## config.mk

```make
export PLATFORM = sky130hd
export DESIGN_NAME = clir_mac
export DESIGN_NICKNAME = d
export VERILOG_FILES = /design/src/rtl/clir_pkg.sv /design/src/rtl/clir_mac.sv
export SDC_FILE = /design/constraint.sdc
export NUM_CORES = 2
export LEC_CHECK = 0
export BUFFER_PORTS_ARGS = -buffer_cell sky130_fd_sc_hd__buf_2
export CAP_MARGIN = 40
export CELL_PAD_IN_SITES_DETAIL_PLACEMENT = 0
export CELL_PAD_IN_SITES_GLOBAL_PLACEMENT = 1
export CORE_UTILIZATION = 47
export DETAILED_ROUTE_END_ITERATION = 10
export PLACE_DENSITY = 0.89
export SYNTH_ARGS = -nofsm -noshare
export SYNTH_HDL_FRONTEND = slang
export SYNTH_SLANG_ARGS = --single-unit
```

## constraint.sdc

```tcl
create_clock -name clk -period 9.2 [get_ports clk]
set_clock_uncertainty 0.15 [all_clocks]
set_input_delay 0.46 -clock clk [delete_from_list [all_inputs] [get_ports clk]]
set_output_delay 0.46 -clock clk [all_outputs]
set_load 0.05 [all_outputs]
```

## src/rtl/clir_pkg.sv

```systemverilog
// Shared constants, command and status types for the complex linear interpolation resampler.
// Used by the MAC, divider and top modules of the block; depends on nothing else.
`default_nettype none

package clir_pkg;

    // Item field widths
    localparam int FREQ_W        = 32;
    localparam int VAL_W         = 16;
    localparam int COUNT_W       = 16;
    localparam int NEXT_W        = FREQ_W + 1;

    // Complex parameters per source point and the real values they carry
    localparam int PARAM_COUNT   = 4;
    localparam int NUM_VALUES    = 8;
    localparam int ACTIVE_VALUES = 2 * PARAM_COUNT;
    localparam int VIDX_W        = $clog2(NUM_VALUES);

    // Results per item
    localparam int MAX_RESULTS   = 64;
    localparam int RES_W         = $clog2(MAX_RESULTS + 1);

    // Configuration port
    localparam int CFG_IDX_W     = 8;
    localparam int CFG_DATA_W    = 32;
    localparam logic [CFG_IDX_W-1:0] REG_SWEEP_START = CFG_IDX_W'(0);
    localparam logic [CFG_IDX_W-1:0] REG_SWEEP_STEP  = CFG_IDX_W'(1);
    localparam logic [CFG_IDX_W-1:0] REG_SWEEP_STOP  = CFG_IDX_W'(2);
    localparam logic [CFG_IDX_W-1:0] REG_SWEEP_COUNT = CFG_IDX_W'(3);

    localparam logic [FREQ_W-1:0]  RST_SWEEP_START = '0;
    localparam logic [FREQ_W-1:0]  RST_SWEEP_STEP  = FREQ_W'(1);
    localparam logic [FREQ_W-1:0]  RST_SWEEP_STOP  = '1;
    localparam logic [COUNT_W-1:0] RST_SWEEP_COUNT = COUNT_W'(1601);

    // Sweep position saturates one past the last 32-bit frequency
    localparam logic [NEXT_W-1:0] SWEEP_END = {1'b1, {FREQ_W{1'b0}}};

    // Saturation limits of a Q1.15 result
    localparam logic [VAL_W-1:0] VAL_MAX = {1'b0, {(VAL_W-1){1'b1}}};
    localparam logic [VAL_W-1:0] VAL_MIN = {1'b1, {(VAL_W-1){1'b0}}};

    // Shared multiplier: value (or count) times frequency difference (or step)
    localparam int MUL_A_W = VAL_W + 1;
    localparam int MUL_B_W = FREQ_W + 1;
    localparam int ACC_W   = MUL_A_W + MUL_B_W;

    // Shared divider: quotient bits before saturation is declared
    localparam int QUOT_W    = VAL_W + 1;
    localparam int DVS_W     = FREQ_W;
    localparam int DVD_W     = ACC_W;
    localparam int DREM_W    = DVS_W + QUOT_W;
    localparam int DSH_W     = DREM_W - 1;
    localparam int DIV_CNT_W = $clog2(QUOT_W + 1);

    typedef struct packed {
        logic               en;
        logic               acc_en;
        logic [MUL_A_W-1:0] a;
        logic [MUL_B_W-1:0] b;
    } mac_op_t;

    typedef struct packed {
        logic             start;
        logic [DVD_W-1:0] dividend;
        logic [DVS_W-1:0] divisor;
    } div_cmd_t;

    typedef struct packed {
        logic              done;
        logic              sat;
        logic [QUOT_W-1:0] quot;
    } div_stat_t;

endpackage

`default_nettype wire

```

## src/rtl/clir_mac.sv

```systemverilog
// Shared signed multiply-accumulate unit with a registered result.
// Depends on clir_pkg for the operand and accumulator widths.
`default_nettype none

module clir_mac (
    input  wire logic                         clk,
    input  wire clir_pkg::mac_op_t            op,
    output logic signed [clir_pkg::ACC_W-1:0] acc
);

    logic signed [clir_pkg::ACC_W-1:0] acc_reg;
    logic signed [clir_pkg::ACC_W-1:0] acc_next;
    logic signed [clir_pkg::ACC_W-1:0] product;

    // Multiply, then either load or add to the running sum
    always_comb
    begin
        product  = $signed(op.a) * $signed(op.b);
        acc_next = op.acc_en ? (acc_reg + product) : product;
    end

    always_ff @(posedge clk)
    begin
        if (op.en)
        begin
            acc_reg <= acc_next;
        end
    end

    assign acc = acc_reg;

endmodule

`default_nettype wire

```

==> impl_metrics.tcl <==
set metrics [dict create \
    status "finished clean" \
    required_time_reported_for_the_critical_path_endpoint_ps 9110 \
    largest_register_ff_count 50 \
    ys_warn_count 0 \
    syn2layout_area_growth_pct 4.63 \
    core_sq_um 51300 \
    hpwlAfterDp_um 51100 \
    ctsLongestPathBuffers 2 \
    numCtsBuffers 5 \
    htree_depth 2 \
    cpMaxStageDelayCell "buf_2" \
    timing.hold.worst.class "reg -> reg" \
    max_freq_mhz 115 \
    period_minus_slack_ps 8710 \
    die_width_um 230 \
    reg2reg_depth 11 \
    worst_hold_path.endpoint "acc[0]$_DFFE_PP_" \
    synth_top_area_share_pct 44.1 \
    design.die.area_sq_um 52800 \
    cp-start-kind "input port" \
    ys_async_sr_fraction_pct 0 \
    path_common_cell "fa_1" \
    globalRoute.totalOverflow 0 \
    yosys_register_bits 50 \
    avgSynthCellArea_sq_um 8.93 \
    max-slew-margin-rel_pct 46.5 \
    hold_buffers 0 \
    timing.final.crit_share_pct 94.6 \
    r2r-end "acc[48]$_DFFE_PP_" \
    post_synth_main_area_contributors "fa_1 (44%), inv_1 (9.5%), ha_1 (8.7%)" \
    ctsRootBufferMaster "clkbuf_16" \
    post-cts-setup-buffers 0 \
    insertedDiodeCount 0 \
    post_dp_cell_area_sq_um 25400 \
    min_path_cells 2 \
    fillerInstances 4866 \
    worstSetupPathType "in -> reg" \
    global_route_wire_length_before_repair_um 100000 \
    io_buffer_count 102 \
    synthesis.nets 3489 \
    fin_nets 3496 \
    drtAntennaViolNets 0 \
    post_cts_resized 0 \
    synth_enable_flop_cells 50 \
    reg2reg_setup_slack_ps 5340 \
    rsz0062_at_grt "false" \
    synth_top_cell_by_area "fa_1" \
    synth_most_common_cell "inv_1" \
    floorplan.rows 83 \
    cpLargestDelayFamily "adder cells" \
    initial_core_util_pct 47.5 \
    cpPeakStageDelay_ps 540 \
    globalRouteTotalUtil_pct 23.6 \
    drtIter0Drc 949 \
    area.sequential_sq_um 1500 \
    die_h_um 230 \
    ys_top_cells_by_count "inv_1 (614), fa_1 (537), nand2_1 (371), and2_1 (235), ha_1 (170)" \
    synth-seq-area-share_pct 6.16 \
    clock_latency_ps 300 \
    routabilityCongestion 0.907 \
    grt_pass1_vias 20021 \
    setup_violations 0 \
    timing.critical_path.buf_inv 4 \
    max_cap_violations 0 \
    finalInstanceArea_sq_um 25500 \
    ios 103 \
    postRouteWirelength_um 60900 \
    synth_cells 2729 \
    critical_path_peak_fanout 33 \
    mappedNetlistArea_sq_um 24400 \
    final_hold_viol_count 0 \
    grt_max_degree 55 \
    cp.arrival_ps 8610 \
    worst_slew_pin_slew_ps 800 \
    netlist-cell-type-count 77 \
    leading_register_cell_type_out_of_synthesis "edfxtp_1" \
    timing_max_transition_violations_final 0 \
    cts_sinks 50 \
    multi_input_comb_area_sq_um 20100 \
    cp-end-kind "flip-flop" \
    min_from "acc[0]$_DFFE_PP_" \
    cts_tree "done" \
    antenna_found_initial 1 \
    avgRoutedWirePerCell_um 17.8 \
    path_clk_slew_ps 70 \
    num_vias 18509 \
    number_of_remaining_drc_errors 0 \
    drt-pass1-iter-count 5 \
    detail_route.vias_per_cell 5.42 \
    final_layout_setup_total_negative_slack_ps 0 \
    finalHoldWorstSlack_ps 615 \
    crit-reg2reg-launch "acc[0]$_DFFE_PP_" \
    drive_above_1_share_pct 6.73 \
]
stage by stage:
step,instances,worst slack (ps),utilization (%)
final,3415,494,49.7
after global routing,3415,4.71,49.7
after CTS,3415,491,49.7
after detailed placement,3409,186,49.5
after global placement,3409,240,49.5
after floorplan,2729,1250,-
routing by layer:
layer	global-route usage, %	vias up	wire length, um
met1	27.9	9542	23200
met3	1.88	163	2080
met4	9.56	2	2700
met2	44.1	511	32900
met5	0	-	15
li1	-	8291	-
cells by family (layout without fill, tap and decap cells):
logic type	count (synthesis)	in the layout	synth area share, %
and+or+nand+nor	766	766	14.9
xor gates and xnor gates	99	99	3.56
adders and majority gates	707	707	52.8
muxes	36	36	1.66
buffers and inverters	733	739	11.5
AOI/OAI and AO/OA	338	338	9.38
DFF	50	50	6.16
how the worst max path moves through the flow:
| stage | startpoint | end | slack [ps] | depth (start not counted) |
|---|---|---|---|---|
| 4_1_cts | op[43] | acc[48]$_DFFE_PP_ | 490 | 32 |
| 5_1_grt | op[37] | acc[48]$_DFFE_PP_ | 5 | 30 |
| 6_report | op[37] | acc[48]$_DFFE_PP_ | 490 | 29 |
| 3_5_place_dp | op[43] | acc[48]$_DFFE_PP_ | 190 | 31 |
| 2_1_floorplan | op[28] | acc[48]$_DFFE_PP_ | 1250 | 30 |
| 3_3_place_gp | op[43] | acc[48]$_DFFE_PP_ | 240 | 32 |
cell usage in the layout (no fill, tap or decap), types with 6 or more instances in the layout:
cell type / instances
nand3_1: 23
nand2b_1: 17
ha_1: 170
and3_1: 6
a211oi_1: 11
a31oi_1: 10
xnor2_1: 62
xor2_1: 37
inv_1: 614
o211ai_1: 10
a21oi_1: 101
nand2_1: 371
o21a_1: 9
o21bai_1: 25
nor2_1: 74
fa_1: 537
nor3_1: 17
edfxtp_1: 50
a21o_1: 54
and2_1: 235
nand4_1: 13
buf_4: 16
o21ai_0: 49
buf_2: 99
mux2_2: 34
tightest hold or removal path, stage by stage (launching register included):
cell,delay (ps)
edfxtp_1,390
ha_1,140
mux2_2,130
cell type report:
cell class              instances  area share, %
clock buffers                   5          0.491
clock inverters                 1         0.0147
inverters                     615           9.05
multi-input cells            1946           78.7
flip-flops and latches         50           5.89
well taps                     680           3.34
repair buffers                118           2.50
Power is left out: the tool's default activity adds up to more than one toggle a clock period on the data nets, which glitch-free logic cannot reach.
