--- config.mk ---
export PLATFORM = sky130hd
export DESIGN_NAME = clir_div
export DESIGN_NICKNAME = d
export VERILOG_FILES = /design/src/rtl/clir_pkg.sv /design/src/rtl/clir_div.sv
export SDC_FILE = /design/constraint.sdc
export NUM_CORES = 1
export LEC_CHECK = 0
export BUFFER_PORTS_ARGS = -buffer_cell sky130_fd_sc_hd__buf_2
export CAP_MARGIN = 20
export CORE_MARGIN = 10
export CORE_UTILIZATION = 40
export CTS_CLUSTER_SIZE = 25
export DETAILED_ROUTE_END_ITERATION = 6
export GPL_ROUTABILITY_DRIVEN = 0
export PLACE_DENSITY = 0.72
export SETUP_SLACK_MARGIN = 0.02
export SLEW_MARGIN = 40
export SYNTH_ARGS = -nofsm -noshare
export SYNTH_HDL_FRONTEND = slang
export SYNTH_SLANG_ARGS = --single-unit
--- constraint.sdc ---
create_clock -name clk -period 7.15 [get_ports clk]
set_input_delay 1.0725 -clock clk [delete_from_list [all_inputs] [get_ports clk]]
set_output_delay 1.0725 -clock clk [all_outputs]
set_load 0.02 [all_outputs]
--- src/rtl/clir_pkg.sv ---
// Shared constants, command and status types for the complex linear interpolation resampler.
// Used by the MAC, divider and top modules of the block; depends on nothing else.
`default_nettype none

package clir_pkg;

    // Item field widths
    localparam int FREQ_W        = 32;
    localparam int VAL_W         = 16;
    localparam int COUNT_W       = 16;
    localparam int NEXT_W        = FREQ_W + 1;

    // Complex parameters per source point and the real values they carry
    localparam int PARAM_COUNT   = 4;
    localparam int NUM_VALUES    = 8;
    localparam int ACTIVE_VALUES = 2 * PARAM_COUNT;
    localparam int VIDX_W        = $clog2(NUM_VALUES);

    // Results per item
    localparam int MAX_RESULTS   = 64;
    localparam int RES_W         = $clog2(MAX_RESULTS + 1);

    // Configuration port
    localparam int CFG_IDX_W     = 8;
    localparam int CFG_DATA_W    = 32;
    localparam logic [CFG_IDX_W-1:0] REG_SWEEP_START = CFG_IDX_W'(0);
    localparam logic [CFG_IDX_W-1:0] REG_SWEEP_STEP  = CFG_IDX_W'(1);
    localparam logic [CFG_IDX_W-1:0] REG_SWEEP_STOP  = CFG_IDX_W'(2);
    localparam logic [CFG_IDX_W-1:0] REG_SWEEP_COUNT = CFG_IDX_W'(3);

    localparam logic [FREQ_W-1:0]  RST_SWEEP_START = '0;
    localparam logic [FREQ_W-1:0]  RST_SWEEP_STEP  = FREQ_W'(1);
    localparam logic [FREQ_W-1:0]  RST_SWEEP_STOP  = '1;
    localparam logic [COUNT_W-1:0] RST_SWEEP_COUNT = COUNT_W'(1601);

    // Sweep position saturates one past the last 32-bit frequency
    localparam logic [NEXT_W-1:0] SWEEP_END = {1'b1, {FREQ_W{1'b0}}};

    // Saturation limits of a Q1.15 result
    localparam logic [VAL_W-1:0] VAL_MAX = {1'b0, {(VAL_W-1){1'b1}}};
    localparam logic [VAL_W-1:0] VAL_MIN = {1'b1, {(VAL_W-1){1'b0}}};

    // Shared multiplier: value (or count) times frequency difference (or step)
    localparam int MUL_A_W = VAL_W + 1;
    localparam int MUL_B_W = FREQ_W + 1;
    localparam int ACC_W   = MUL_A_W + MUL_B_W;

    // Shared divider: quotient bits before saturation is declared
    localparam int QUOT_W    = VAL_W + 1;
    localparam int DVS_W     = FREQ_W;
    localparam int DVD_W     = ACC_W;
    localparam int DREM_W    = DVS_W + QUOT_W;
    localparam int DSH_W     = DREM_W - 1;
    localparam int DIV_CNT_W = $clog2(QUOT_W + 1);

    typedef struct packed {
        logic               en;
        logic               acc_en;
        logic [MUL_A_W-1:0] a;
        logic [MUL_B_W-1:0] b;
    } mac_op_t;

    typedef struct packed {
        logic             start;
        logic [DVD_W-1:0] dividend;
        logic [DVS_W-1:0] divisor;
    } div_cmd_t;

    typedef struct packed {
        logic              done;
        logic              sat;
        logic [QUOT_W-1:0] quot;
    } div_stat_t;

endpackage

`default_nettype wire

--- src/rtl/clir_div.sv ---
// Shared restoring divider, one quotient bit per cycle, with early saturation detect.
// Depends on clir_pkg for the command and status structs.
`default_nettype none

module clir_div (
    input  wire logic                 clk,
    input  wire logic                 rst_n,
    input  wire clir_pkg::div_cmd_t   cmd,
    output clir_pkg::div_stat_t       stat
);

    typedef enum logic [2:0] {
        D_IDLE  = 3'b001,
        D_CHECK = 3'b010,
        D_RUN   = 3'b100
    } dstate_t;

    dstate_t                            state_reg, state_next;
    logic                               done_reg, done_next;
    logic                               sat_reg, sat_next;
    logic [clir_pkg::DIV_CNT_W-1:0]     cnt_reg, cnt_next;
    logic [clir_pkg::DVD_W-1:0]         dvd_reg, dvd_next;
    logic [clir_pkg::DVS_W-1:0]         dvs_reg, dvs_next;
    logic [clir_pkg::DREM_W-1:0]        rem_reg, rem_next;
    logic [clir_pkg::DSH_W-1:0]         dsh_reg, dsh_next;
    logic [clir_pkg::QUOT_W-1:0]        quot_reg, quot_next;
    logic [clir_pkg::DREM_W-1:0]        dvs_top;
    logic                               ge;

    always_comb
    begin
        state_next = state_reg;
        done_next  = 1'b0;
        sat_next   = sat_reg;
        cnt_next   = cnt_reg;
        dvd_next   = dvd_reg;
        dvs_next   = dvs_reg;
        rem_next   = rem_reg;
        dsh_next   = dsh_reg;
        quot_next  = quot_reg;
        dvs_top    = {dvs_reg, {clir_pkg::QUOT_W{1'b0}}};
        ge         = rem_reg >= {1'b0, dsh_reg};

        case (state_reg)
            D_IDLE:
            begin
                // Take a new operand pair
                if (cmd.start)
                begin
                    dvd_next   = cmd.dividend;
                    dvs_next   = cmd.divisor;
                    state_next = D_CHECK;
                end
            end
            D_CHECK:
            begin
                // Quotient too wide to matter: flag saturation and stop
                if (dvd_reg >= clir_pkg::DVD_W'(dvs_top))
                begin
                    sat_next   = 1'b1;
                    quot_next  = '1;
                    done_next  = 1'b1;
                    state_next = D_IDLE;
                end
                else
                begin
                    sat_next   = 1'b0;
                    quot_next  = '0;
                    rem_next   = dvd_reg[clir_pkg::DREM_W-1:0];
                    dsh_next   = {dvs_reg, {(clir_pkg::QUOT_W-1){1'b0}}};
                    cnt_next   = clir_pkg::DIV_CNT_W'(clir_pkg::QUOT_W);
                    state_next = D_RUN;
                end
            end
            D_RUN:
            begin
                // One trial subtract per cycle, divisor shifts down
                if (ge)
                begin
                    rem_next = rem_reg - {1'b0, dsh_reg};
                end
                quot_next = {quot_reg[clir_pkg::QUOT_W-2:0], ge};
                dsh_next  = dsh_reg >> 1;
                cnt_next  = cnt_reg - 1'b1;
                if (cnt_reg == clir_pkg::DIV_CNT_W'(1))
                begin
                    done_next  = 1'b1;
                    state_next = D_IDLE;
                end
            end
            default:
            begin
                state_next = D_IDLE;
            end
        endcase
    end

    always_ff @(posedge clk or negedge rst_n)
    begin
        if (!rst_n)
        begin
            state_reg <= D_IDLE;
            done_reg  <= 1'b0;
            cnt_reg   <= '0;
        end
        else
        begin
            state_reg <= state_next;
            done_reg  <= done_next;
            cnt_reg   <= cnt_next;
        end
    end

    always_ff @(posedge clk)
    begin
        sat_reg  <= sat_next;
        dvd_reg  <= dvd_next;
        dvs_reg  <= dvs_next;
        rem_reg  <= rem_next;
        dsh_reg  <= dsh_next;
        quot_reg <= quot_next;
    end

    assign stat.done = done_reg;
    assign stat.sat  = sat_reg;
    assign stat.quot = quot_reg;

endmodule

`default_nettype wire

==> reports/metrics.json, run 1 <==
{
  "finish": {
    "num-fill-cells": 2596,
    "fin_nets": 1300,
    "largest_register_ff_count": 50,
    "final_core_util": 0.4618,
    "antenna_cells": 0,
    "area_growth_syn_to_layout_pct": 13.75,
    "layout-drive-gt1-share": 0.1359
  },
  "yosys": {
    "yosys_warnings": 0,
    "syn_inst": 1048,
    "synthTopCellsByArea": "sky130_fd_sc_hd__edfxtp_1, sky130_fd_sc_hd__ha_1, sky130_fd_sc_hd__o21ai_0, sky130_fd_sc_hd__nand2_1, sky130_fd_sc_hd__inv_1",
    "post-synth-top-count-cell": "sky130_fd_sc_hd__edfxtp_1",
    "ys_dominant_reg_cell": "sky130_fd_sc_hd__edfxtp_1",
    "count_of_flip_flops_with_a_built_in_enable_after_synthesis": 197,
    "synth_async_sr_flop_share": 0.04369,
    "yosysSeqAreaShare": 0.5446,
    "post_synth.cell_area_avg_um2": 10.76,
    "post-synth-top-area-fraction": 0.5245,
    "postSynthNetCount": 1216,
    "synth_cell_types": 63,
    "netlist_top_cells_count": "sky130_fd_sc_hd__edfxtp_1, sky130_fd_sc_hd__nand2_1, sky130_fd_sc_hd__o21ai_0",
    "netlist_area_um2": 11280,
    "ys_seq_elements": 206,
    "synth_top_cell_by_area": "sky130_fd_sc_hd__edfxtp_1"
  },
  "critical_path": {
    "critical-path-top-cell-by-count": "sky130_fd_sc_hd__a21oi_1",
    "critPathCaptureType": "flip-flop",
    "cpLargestDelayFamily": "compound AO/OA/AOI/OAI gates",
    "master_of_the_slowest_instance_on_the_critical_path": "sky130_fd_sc_hd__buf_4",
    "critPathMaxStageDelay_ns": 0.54,
    "timing.critical_path.fanout_max": 34,
    "ws_path_type": "flip-flop to flip-flop",
    "data_required_time_of_the_worst_path_ns": 7.29,
    "cp.buffers_inverters": 2,
    "cp-start-kind": "flip-flop",
    "timing.critical_path.arrival_ns": 4.24,
    "timing.critical_path.cells": "inv_1 -> ha_1 -> nand2_1 -> a21oi_1 -> o21ai_0 -> and2_0 -> o221ai_1 -> a21oi_1 -> o21ai_1 -> a21oi_1 -> a21oi_4 -> buf_4"
  },
  "global_routing": {
    "antenna_found_initial": 0,
    "grt_start_max_net_pins": 111,
    "globalRouteTotalUtil": 0.1399,
    "overflow": 0,
    "via_count_of_the_first_global_routing_pass": 8204,
    "global_route_wire_length_before_repair_um": 41410
  },
  "route": {
    "via_count": 8058,
    "drt_first_pass_iters": 5,
    "drt_via_density": 5.280,
    "post_drt_wl_per_cell_um": 16.72,
    "ant_nets": 0,
    "drt_drc_violations_left": 0,
    "initialDrtViolationCount": 510,
    "wl_um": 25510
  },
  "sta": {
    "hold_violations": 0,
    "skew_ns": 0.01197,
    "max_slew.worst_pin.slew_ns": 0.8088,
    "setup_viol": 0,
    "timing.final.crit_period_ns": 4.103,
    "rsz_0062_raised_after_global_routing": "false",
    "worst_slew_margin_rel": 0.4551,
    "fin_setup_tns_ns": 0,
    "period_share": 0.5738,
    "timing_max_transition_violations_final": 0,
    "max_freq_ghz": 0.2437
  },
  "clocking": {
    "number_of_buffers_inserted_for_hold_repair_after_clock_tree_synthesis": 0,
    "cts_buf_count": 22,
    "ctsLongestPathBuffers": 3,
    "clock_latency_ns": 0.50,
    "post-cts-setup-buffer-count": 0,
    "h-tree-depth": 1,
    "cts_root_buffer": "sky130_fd_sc_hd__clkbuf_16",
    "cts_tree": "done",
    "cts_repair_resize_count": 0,
    "clock_transition_at_the_registers_of_the_reported_paths_ns": 0.06,
    "clk_sinks": 206
  },
  "floorplan": {
    "floorplan.core_area_um2": 27780,
    "dieArea_um2": 35310,
    "floorplan.initialDensity": 0.4060,
    "floorplan.die.width_um": 187.9,
    "fp.dieH_um": 187.9,
    "placement_rows": 61,
    "io_pins": 104
  },
  "power_and_ir_drop": {
    "irDropWorstVdd_v": 0.0001939,
    "cellPowerDensity_nw_per_um2": 249.0,
    "power_leakage_uw": 0.005297
  },
  "place": {
    "post-dp-hpwl_um": 18750,
    "port-buffer-count": 103
  },
  "status": {
    "outcome": "finished clean"
  },
  "worst_hold_path": {
    "min_path_type": "input port to asynchronous set/reset pin"
  },
  "run": {
    "max-cap-violations": 0
  }
}
==> cells by family (layout without fill, tap and decap cells) <==
| group | count (synthesis) | after routing | synth area share |
|---|---|---|---|
| multiplexers | 1 | 1 | 0.0008875 |
| flip-flops | 206 | 206 | 0.5446 |
| XOR/XNOR | 45 | 45 | 0.03495 |
| adder cells (fa/ha/maj) | 83 | 83 | 0.09274 |
| AND/OR/NAND/NOR | 269 | 269 | 0.1125 |
| AO/OA/AOI/OAI | 298 | 298 | 0.1641 |
| buffers and inverters | 146 | 246 | 0.05025 |
==> metrics by stage <==
step | instances | area (um^2) | setup WS (ns) | hold slack, ns | power [uW]
after detailed placement | 1486 | 12150 | 3.014 | 0.5164 | 2132
after CTS | 1526 | 12830 | 2.999 | 0.4097 | 3225
after floorplan | 1048 | 11280 | 2.184 | 0.4629 | 1959
after global placement | 1486 | 12140 | 3.193 | 0.4952 | 2110
final | 1526 | 12830 | 3.047 | 0.4209 | 3195
after global routing | 1526 | 12830 | 2.596 | 0.4179 | 3362
==> routing by layer <==
metal	vias up	GRT usage	share of wire
met3	37	0.02134	0.046
li1	3977	-	-
met2	225	0.2485	0.51
met4	0	0.03600	0.022
met1	3819	0.1731	0.42
met5	-	0	0
==> final timing paths <==
| kind | startpoint | to | slack [ns] | depth (start not counted) |
|---|---|---|---|---|
| min in group clk | cnt_reg[4] | cnt_reg[4] | 0.53 | 2 |
| worst max register to register | dsh_reg[3] | rem_reg[15] | 3.05 | 12 |
| worst min register to register | cnt_reg[4] | cnt_reg[4] | 0.53 | 2 |
| worst max-delay path | dsh_reg[3] | rem_reg[15] | 3.05 | 12 |
| worst min-delay path | rst_n | cnt_reg[2] | 0.42 | 1 |
| max in group asynchronous | rst_n | state_reg[0] | 6.48 | 1 |
==> report_power, final <==
part           internal, uW  switching (uW)
clock                   625             459
combinational           215             348
sequential             1490            60.6
total                  2330             868
==> cell type report <==
cell class | instances | area (um^2) | area share
Inverter | 97 | 364.1 | 0.02838
Multi-Input combinational cell | 696 | 4603 | 0.3588
Sequential cell | 206 | 6142 | 0.4788
Clock inverter | 11 | 83.83 | 0.006535
Tap cell | 378 | 473.0 | 0.03687
Clock buffer | 29 | 598.1 | 0.04662
Timing Repair Buffer | 109 | 564.3 | 0.04399
==> cell usage in the layout, fill, tap and decap left out, types with 5 or more instances in the layout <==
| cell type | instances |
|---|---|
| sky130_fd_sc_hd__nor2_1 | 48 |
| sky130_fd_sc_hd__buf_4 | 5 |
| sky130_fd_sc_hd__edfxtp_1 | 197 |
| sky130_fd_sc_hd__buf_2 | 103 |
| sky130_fd_sc_hd__a31oi_1 | 9 |
| sky130_fd_sc_hd__o21a_1 | 23 |
| sky130_fd_sc_hd__o21ai_0 | 101 |
| sky130_fd_sc_hd__o21bai_1 | 12 |
| sky130_fd_sc_hd__a211oi_1 | 5 |
| sky130_fd_sc_hd__clkbuf_1 | 6 |
| sky130_fd_sc_hd__nor3_1 | 12 |
| sky130_fd_sc_hd__a21o_1 | 38 |
| sky130_fd_sc_hd__dfrtp_1 | 8 |
| sky130_fd_sc_hd__clkbuf_16 | 23 |
| sky130_fd_sc_hd__ha_1 | 82 |
| sky130_fd_sc_hd__nor4_1 | 7 |
| sky130_fd_sc_hd__and4_1 | 5 |
| sky130_fd_sc_hd__inv_1 | 97 |
| sky130_fd_sc_hd__xor2_1 | 24 |
| sky130_fd_sc_hd__xnor2_1 | 21 |
| sky130_fd_sc_hd__nand2_1 | 122 |
| sky130_fd_sc_hd__o31ai_1 | 5 |
| sky130_fd_sc_hd__nand3_1 | 11 |
| sky130_fd_sc_hd__nand4_1 | 24 |
| sky130_fd_sc_hd__a21oi_1 | 67 |
| sky130_fd_sc_hd__and3_1 | 5 |
| sky130_fd_sc_hd__o211ai_1 | 5 |
Power figures use the tool's default switching activity.
==> run 2: changes to the inputs <==
--- a/config.mk
+++ b/config.mk
@@ -5,6 +5,7 @@
 export SDC_FILE = /design/constraint.sdc
 export NUM_CORES = 1
 export LEC_CHECK = 0
+export ABC_AREA = 1
 export BUFFER_PORTS_ARGS = -buffer_cell sky130_fd_sc_hd__buf_2
 export CAP_MARGIN = 20
 export CORE_MARGIN = 10
@@ -12,7 +13,7 @@
 export CTS_CLUSTER_SIZE = 25
 export DETAILED_ROUTE_END_ITERATION = 6
 export GPL_ROUTABILITY_DRIVEN = 0
-export PLACE_DENSITY = 0.72
+export PLACE_DENSITY = 0.69
 export SETUP_SLACK_MARGIN = 0.02
 export SLEW_MARGIN = 40
 export SYNTH_ARGS = -nofsm -noshare
==> constraint.sdc (replaced) <==
create_clock -name clk -period 3.8 [get_ports clk]
set_input_delay 0.57 -clock clk [delete_from_list [all_inputs] [get_ports clk]]
set_output_delay 0.57 -clock clk [all_outputs]
set_load 0.02 [all_outputs]
==> reports/metrics.json, run 2 <==
{
  "yosys": {
    "synth_async_sr_flop_share": 0.04369,
    "yosysSeqAreaShare": 0.4776,
    "syn_inst": 1614,
    "netlist_top_cells_count": "sky130_fd_sc_hd__nand2_1, sky130_fd_sc_hd__inv_1, sky130_fd_sc_hd__edfxtp_1",
    "post_synth.cell_area_avg_um2": 7.968,
    "postSynthNetCount": 1782,
    "post-synth-top-area-fraction": 0.4600,
    "synth_cell_types": 39,
    "count_of_flip_flops_with_a_built_in_enable_after_synthesis": 197,
    "synthTopCellsByArea": "sky130_fd_sc_hd__edfxtp_1, sky130_fd_sc_hd__nand2_1, sky130_fd_sc_hd__inv_1, sky130_fd_sc_hd__ha_1, sky130_fd_sc_hd__nor2_1",
    "post-synth-top-count-cell": "sky130_fd_sc_hd__nand2_1",
    "ys_seq_elements": 206,
    "synth_top_cell_by_area": "sky130_fd_sc_hd__edfxtp_1",
    "ys_dominant_reg_cell": "sky130_fd_sc_hd__edfxtp_1",
    "netlist_area_um2": 12860,
    "yosys_warnings": 0
  },
  "status": {
    "outcome": "finished clean"
  },
  "route": {
    "via_count": 10400,
    "wl_um": 31310,
    "post_drt_wl_per_cell_um": 14.58,
    "drt_drc_violations_left": 0,
    "initialDrtViolationCount": 686,
    "drt_via_density": 4.842,
    "drt_first_pass_iters": 6,
    "ant_nets": 0
  },
  "sta": {
    "fin_setup_tns_ns": 0,
    "period_share": 0.7247,
    "timing_max_transition_violations_final": 0,
    "worst_slew_margin_rel": 0.4953,
    "skew_ns": 0.01973,
    "max_slew.worst_pin.slew_ns": 0.7571,
    "hold_ws_ns": 0.2105,
    "setup_viol": 0,
    "timing.final.crit_period_ns": 2.754,
    "max_freq_ghz": 0.3631,
    "hold_violations": 0,
    "rsz_0062_raised_after_global_routing": "false"
  },
  "place": {
    "port-buffer-count": 103,
    "post-dp-hpwl_um": 24330
  },
  "floorplan": {
    "dieArea_um2": 39720,
    "fp.dieH_um": 199.3,
    "placement_rows": 65,
    "io_pins": 104,
    "floorplan.core_area_um2": 31640,
    "floorplan.initialDensity": 0.4065,
    "floorplan.die.width_um": 199.3
  },
  "global_routing": {
    "grt_start_max_net_pins": 102,
    "via_count_of_the_first_global_routing_pass": 10390,
    "globalRouteTotalUtil": 0.1561,
    "global_route_wire_length_before_repair_um": 50530,
    "antenna_found_initial": 0,
    "overflow": 0
  },
  "finish": {
    "area_growth_syn_to_layout_pct": 13.70,
    "layout-drive-gt1-share": 0.1151,
    "num-fill-cells": 3103,
    "layout_commonest_cell": "sky130_fd_sc_hd__nand2_1",
    "largest_register_ff_count": 50,
    "antenna_cells": 0,
    "fin_nets": 1896,
    "most-common-layout-cells": "sky130_fd_sc_hd__nand2_1, sky130_fd_sc_hd__inv_1, sky130_fd_sc_hd__edfxtp_1, sky130_fd_sc_hd__nor2_1, sky130_fd_sc_hd__buf_2"
  },
  "critical_path": {
    "cp-start-kind": "flip-flop",
    "timing.critical_path.fanout_max": 26,
    "critical-path-top-cell-by-count": "sky130_fd_sc_hd__nand2_1",
    "critPathMaxStageDelay_ns": 0.39,
    "timing.critical_path.cells": "ha_1 -> nand2_1 -> inv_1 -> nand2_1 -> nand2_1 -> nand2_1 -> nand2_1 -> nand2_1 -> nand3_1 -> nand2_1 -> nand2_4 -> nand2_4 -> nand2_4 -> nor2_4 -> buf_4",
    "master_of_the_slowest_instance_on_the_critical_path": "sky130_fd_sc_hd__edfxtp_1",
    "critPathCaptureType": "flip-flop",
    "cp.buffers_inverters": 2,
    "timing.critical_path.arrival_ns": 2.93,
    "data_required_time_of_the_worst_path_ns": 3.98,
    "cpLargestDelayFamily": "simple AND/OR/NAND/NOR gates",
    "ws_path_type": "flip-flop to flip-flop"
  },
  "clocking": {
    "cts_buf_count": 24,
    "h-tree-depth": 1,
    "clock_transition_at_the_registers_of_the_reported_paths_ns": 0.06,
    "ctsLongestPathBuffers": 3,
    "cts_tree": "done",
    "cts_root_buffer": "sky130_fd_sc_hd__clkbuf_16",
    "clk_sinks": 206,
    "cts_repair_resize_count": 0,
    "clock_latency_ns": 0.53
  },
  "power_and_ir_drop": {
    "cellPowerDensity_nw_per_um2": 761.6,
    "power_leakage_uw": 0.007087,
    "irDropWorstVdd_v": 0.0004119
  },
  "worst_hold_path": {
    "min_path_type": "input port to flip-flop"
  },
  "run": {
    "max-cap-violations": 0
  }
}
-- run 2: changes by cell type after synthesis, moves of 11 or more --
cell	delta
sky130_fd_sc_hd__nand2_1	+453
sky130_fd_sc_hd__nand3_1	+52
sky130_fd_sc_hd__nand4_1	-11
sky130_fd_sc_hd__xor2_1	-19
sky130_fd_sc_hd__o21ai_0	-43
sky130_fd_sc_hd__a21o_1	-35
sky130_fd_sc_hd__nand2_2	+14
sky130_fd_sc_hd__nor2_2	+18
sky130_fd_sc_hd__inv_1	+208
sky130_fd_sc_hd__clkbuf_1	-26
sky130_fd_sc_hd__a21oi_1	-21
sky130_fd_sc_hd__o21a_1	-21
sky130_fd_sc_hd__nand3b_1	+15
sky130_fd_sc_hd__nor2_1	+66
-- run 2: layout make-up --
class | count | area [um^2] | area share
Sequential cell | 206 | 6142 | 0.4201
Inverter | 307 | 1152 | 0.07881
Timing Repair Buffer | 113 | 596.8 | 0.04082
Clock buffer | 35 | 663.1 | 0.04535
Multi-Input combinational cell | 1076 | 5470 | 0.3741
Clock inverter | 9 | 93.84 | 0.006418
Tap cell | 402 | 503.0 | 0.03440
-- run 2: path summary, 6_finish.rpt --
path,depth (start not counted),end,slack [ns],startpoint
setup / recovery,15,rem_reg[17],1.05,dvd_reg[21]
setup reg to reg,15,rem_reg[17],1.05,dvd_reg[21]
max in group asynchronous,2,state_reg[0],3.08,rst_n
hold / removal,1,dvs_reg[13],0.21,cmd[13]
min in group asynchronous,2,cnt_reg[3],0.47,rst_n
hold reg to reg,2,cnt_reg[1],0.53,cnt_reg[1]
-- run 2: worst register-to-register path, delay by kind of cell, from the launching register on --
| family | cells | cell delay, ns |
|---|---|---|
| and+or+nand+nor | 12 | 1.26 |
| DFF | 1 | 0.39 |
| buffers and inverters | 2 | 0.39 |
| adders and majority gates | 1 | 0.33 |
-- run 2: through the flow --
step	power (uW)	worst slack (ns)	cells	cell area, um^2	utilization
after global placement	8735	0.9841	2103	13850	0.4377
after global routing	12040	0.8775	2148	14620	0.4622
after floorplan	7540	0.2619	1614	12860	-
after CTS	11190	0.8725	2148	14620	0.4621
after detailed placement	8886	0.8923	2103	13850	0.4378
final	11140	1.046	2148	14620	0.4622
-- run 2: cells by family (layout without fill, tap and decap cells) --
group / after synthesis / count (layout) / synth area share
adders and majority gates: 83 / 83 / 0.08134
AOI/OAI and AO/OA: 124 / 124 / 0.05079
xor gates and xnor gates: 20 / 20 / 0.01362
and+or+nand+nor: 849 / 849 / 0.2778
buffers and inverters: 332 / 464 / 0.09885
DFF: 206 / 206 / 0.4776
-- run 2: per-layer routing --
metal  vias up  wire length, um  global-route usage
li1       5319                -                   -
met1      4725            13770              0.1966
met2       289            14540              0.2651
met3        68             1907             0.02456
met4         0             1096             0.05567
met5         -                0                   0
-- run 2: what timing repair did --
| item | CTS | global route |
|---|---|---|
| hold buffers | 1 | 0 |
| setup endpoints to repair | 0 | 0 |
| endpoints found under the hold margin | 8 | 0 |
| buffers inserted | 0 | 0 |
-- run 2: power breakdown --
group | switching [uW] | internal, uW | leakage, uW
Sequential | 331 | 3610 | 0.00195
Combinational | 3330 | 1610 | 0.00477
Clock | 910 | 1340 | 0.000365
==> run 3: changes to the inputs <==
==> constraint.sdc (replaced) <==
create_clock -name clk -period 2.6 [get_ports clk]
set_input_delay 0.39 -clock clk [delete_from_list [all_inputs] [get_ports clk]]
set_output_delay 0.39 -clock clk [all_outputs]
set_load 0.02 [all_outputs]
==> reports/metrics.json, run 3 (synthesized netlist as in run 2, its figures left out) <==
{
  "sta": {
    "timing_max_transition_violations_final": 0,
    "period_share": 0.9619,
    "timing.final.crit_period_ns": 2.501,
    "hold_ws_ns": 0.04038,
    "skew_ns": 0.01623,
    "worst_slew_margin_rel": 0.5840,
    "max_freq_ghz": 0.3998,
    "hold_violations": 0,
    "setup_viol": 0,
    "max_slew.worst_pin.slew_ns": 0.6240
  },
  "worst_hold_path": {
    "min_path_type": "input port to flip-flop"
  },
  "critical_path": {
    "ws_path_type": "flip-flop to flip-flop",
    "timing.critical_path.arrival_ns": 2.73,
    "data_required_time_of_the_worst_path_ns": 2.83,
    "master_of_the_slowest_instance_on_the_critical_path": "sky130_fd_sc_hd__edfxtp_1",
    "critPathCaptureType": "flip-flop",
    "timing.critical_path.cells": "ha_1 -> nand2_1 -> nor2_2 -> nand2_1 -> nor2_1 -> nand3_1 -> nand3b_1 -> a21oi_4 -> nor2_4 -> buf_4 -> clkbuf_16",
    "timing.critical_path.fanout_max": 10,
    "cp-start-kind": "flip-flop",
    "critPathMaxStageDelay_ns": 0.38,
    "critical-path-top-cell-by-count": "sky130_fd_sc_hd__nand2_1"
  },
  "global_routing": {
    "via_count_of_the_first_global_routing_pass": 10460,
    "overflow": 0,
    "grt_start_max_net_pins": 85,
    "antenna_found_initial": 0,
    "globalRouteTotalUtil": 0.1585,
    "global_route_wire_length_before_repair_um": 51180
  },
  "power_and_ir_drop": {
    "irDropWorstVdd_v": 0.0005156,
    "netSwitchingFraction": 0.4112,
    "cellPowerDensity_nw_per_um2": 1110,
    "fraction_of_power_consumed_by_sequential_logic": 0.346,
    "share_clk_of_total_power": 0.191,
    "p_sw_uw": 6879,
    "power_report.internal_total_uw": 9849,
    "p_total_uw": 16730,
    "comb_power_share": 0.463,
    "power_leakage_uw": 0.007189
  },
  "place": {
    "port-buffer-count": 103,
    "numPlacedInstances": 2111,
    "place_area_um2": 14120,
    "post-dp-hpwl_um": 24860
  },
  "clocking": {
    "clock_latency_ns": 0.52,
    "clk_sinks": 206,
    "cts_buf_count": 24,
    "ctsLongestPathBuffers": 3,
    "cts_tree": "done",
    "h-tree-depth": 1,
    "clock_transition_at_the_registers_of_the_reported_paths_ns": 0.06,
    "cts_root_buffer": "sky130_fd_sc_hd__clkbuf_16"
  },
  "run": {
    "max-cap-violations": 0
  },
  "floorplan": {
    "io_pins": 104,
    "dieArea_um2": 39720,
    "placement_rows": 65,
    "floorplan.core_area_um2": 31640,
    "floorplan.die.width_um": 199.3,
    "floorplan.initialDensity": 0.4065,
    "fp.dieH_um": 199.3
  },
  "finish": {
    "final_cells": 2161,
    "area_growth_syn_to_layout_pct": 17.18,
    "layout_commonest_cell": "sky130_fd_sc_hd__nand2_1",
    "layout-drive-gt1-share": 0.1416,
    "most-common-layout-cells": "sky130_fd_sc_hd__nand2_1, sky130_fd_sc_hd__inv_1, sky130_fd_sc_hd__edfxtp_1, sky130_fd_sc_hd__nor2_1, sky130_fd_sc_hd__buf_2",
    "largest_register_ff_count": 50,
    "register_area_um2": 6142,
    "fin_nets": 1909,
    "finalInstanceArea_um2": 15070,
    "num-fill-cells": 3016,
    "multi_input_comb_area_um2": 5720,
    "antenna_cells": 0,
    "final_core_util": 0.4763
  },
  "route": {
    "via_count": 10490,
    "drt_via_density": 4.854,
    "post_drt_wl_per_cell_um": 14.81,
    "drt_drc_violations_left": 0,
    "wl_um": 32000,
    "drt_first_pass_iters": 5,
    "initialDrtViolationCount": 826,
    "ant_nets": 0
  },
  "status": {
    "outcome": "finished clean"
  }
}
run 3: cell count changes in the layout (fill, tap and decap cells not counted), sizes merged:
| cell | delta |
|---|---|
| bufinv | -1 |
| clkinv | +4 |
| clkbuf | -5 |
| buf | +11 |
| clkinvlp | +4 |
run 3: final cells by class:
class / count / share of cell area
Timing Repair Buffer: 126 / 0.05306
Tap cell: 402 / 0.03338
Inverter: 307 / 0.07672
Multi-Input combinational cell: 1076 / 0.3796
Sequential cell: 206 / 0.4076
Clock buffer: 28 / 0.04226
Clock inverter: 16 / 0.007390
run 3: worst max-delay path, delay by kind of cell, from the launching register on:
family / cells / cell delay [ns]
flops: 1 / 0.38
fa+ha+maj: 1 / 0.36
simple gates: 7 / 1.09
compound gates: 1 / 0.06
buf+inv: 2 / 0.32
run 3: worst paths after layout:
kind                                  start            to  slack [ns]  cells past startpoint
worst min register to register   cnt_reg[1]    cnt_reg[1]        0.52                      2
min in group asynchronous             rst_n    cnt_reg[3]        0.28                      2
worst min-delay path                cmd[81]   dvd_reg[49]        0.04                      1
worst max register to register  rem_reg[11]   rem_reg[35]         0.1                     11
worst max-delay path            rem_reg[11]   rem_reg[35]         0.1                     11
max in group asynchronous             rst_n  state_reg[0]        2.07                      2
run 3: timing repair:
action / 4_1_cts / 5_1_grt
setup endpoints to repair: 0 / 61
hold buffers: 1 / 0
buffers inserted: 0 / 2
hold endpoints to repair: 9 / 0
gates resized for setup: 0 / 22
run 3: power by group through the flow:
stage                     Clock [uW]  Sequential [uW]  Combinational (uW)
after floorplan                    0             5800                5340
final                           3200             5780                7750
after global placement             0             5800                7290
after CTS                       3290             5790                7490
after detailed placement           0             5840                7450
after global routing            3430             5910                8760
run 3: metrics by stage:
step | setup slack (ns) | setup TNS [ns]
floorplan | 0.01634 | 0
global placement | 0.1839 | 0
detailed placement | 0.1212 | 0
CTS | 0.1006 | 0
global route | -0.01277 | -0.1419
finish | 0.09905 | 0
run 3: per-layer routing:
layer,global-route usage,part of all wire,wire length [um],vias to the layer above
met4,0.05030,0.028,905,0
met3,0.02321,0.059,1900,65
met2,0.2672,0.46,14790,307
li1,-,-,-,5351
met1,0.2049,0.45,14400,4767
met5,0,0,0,-
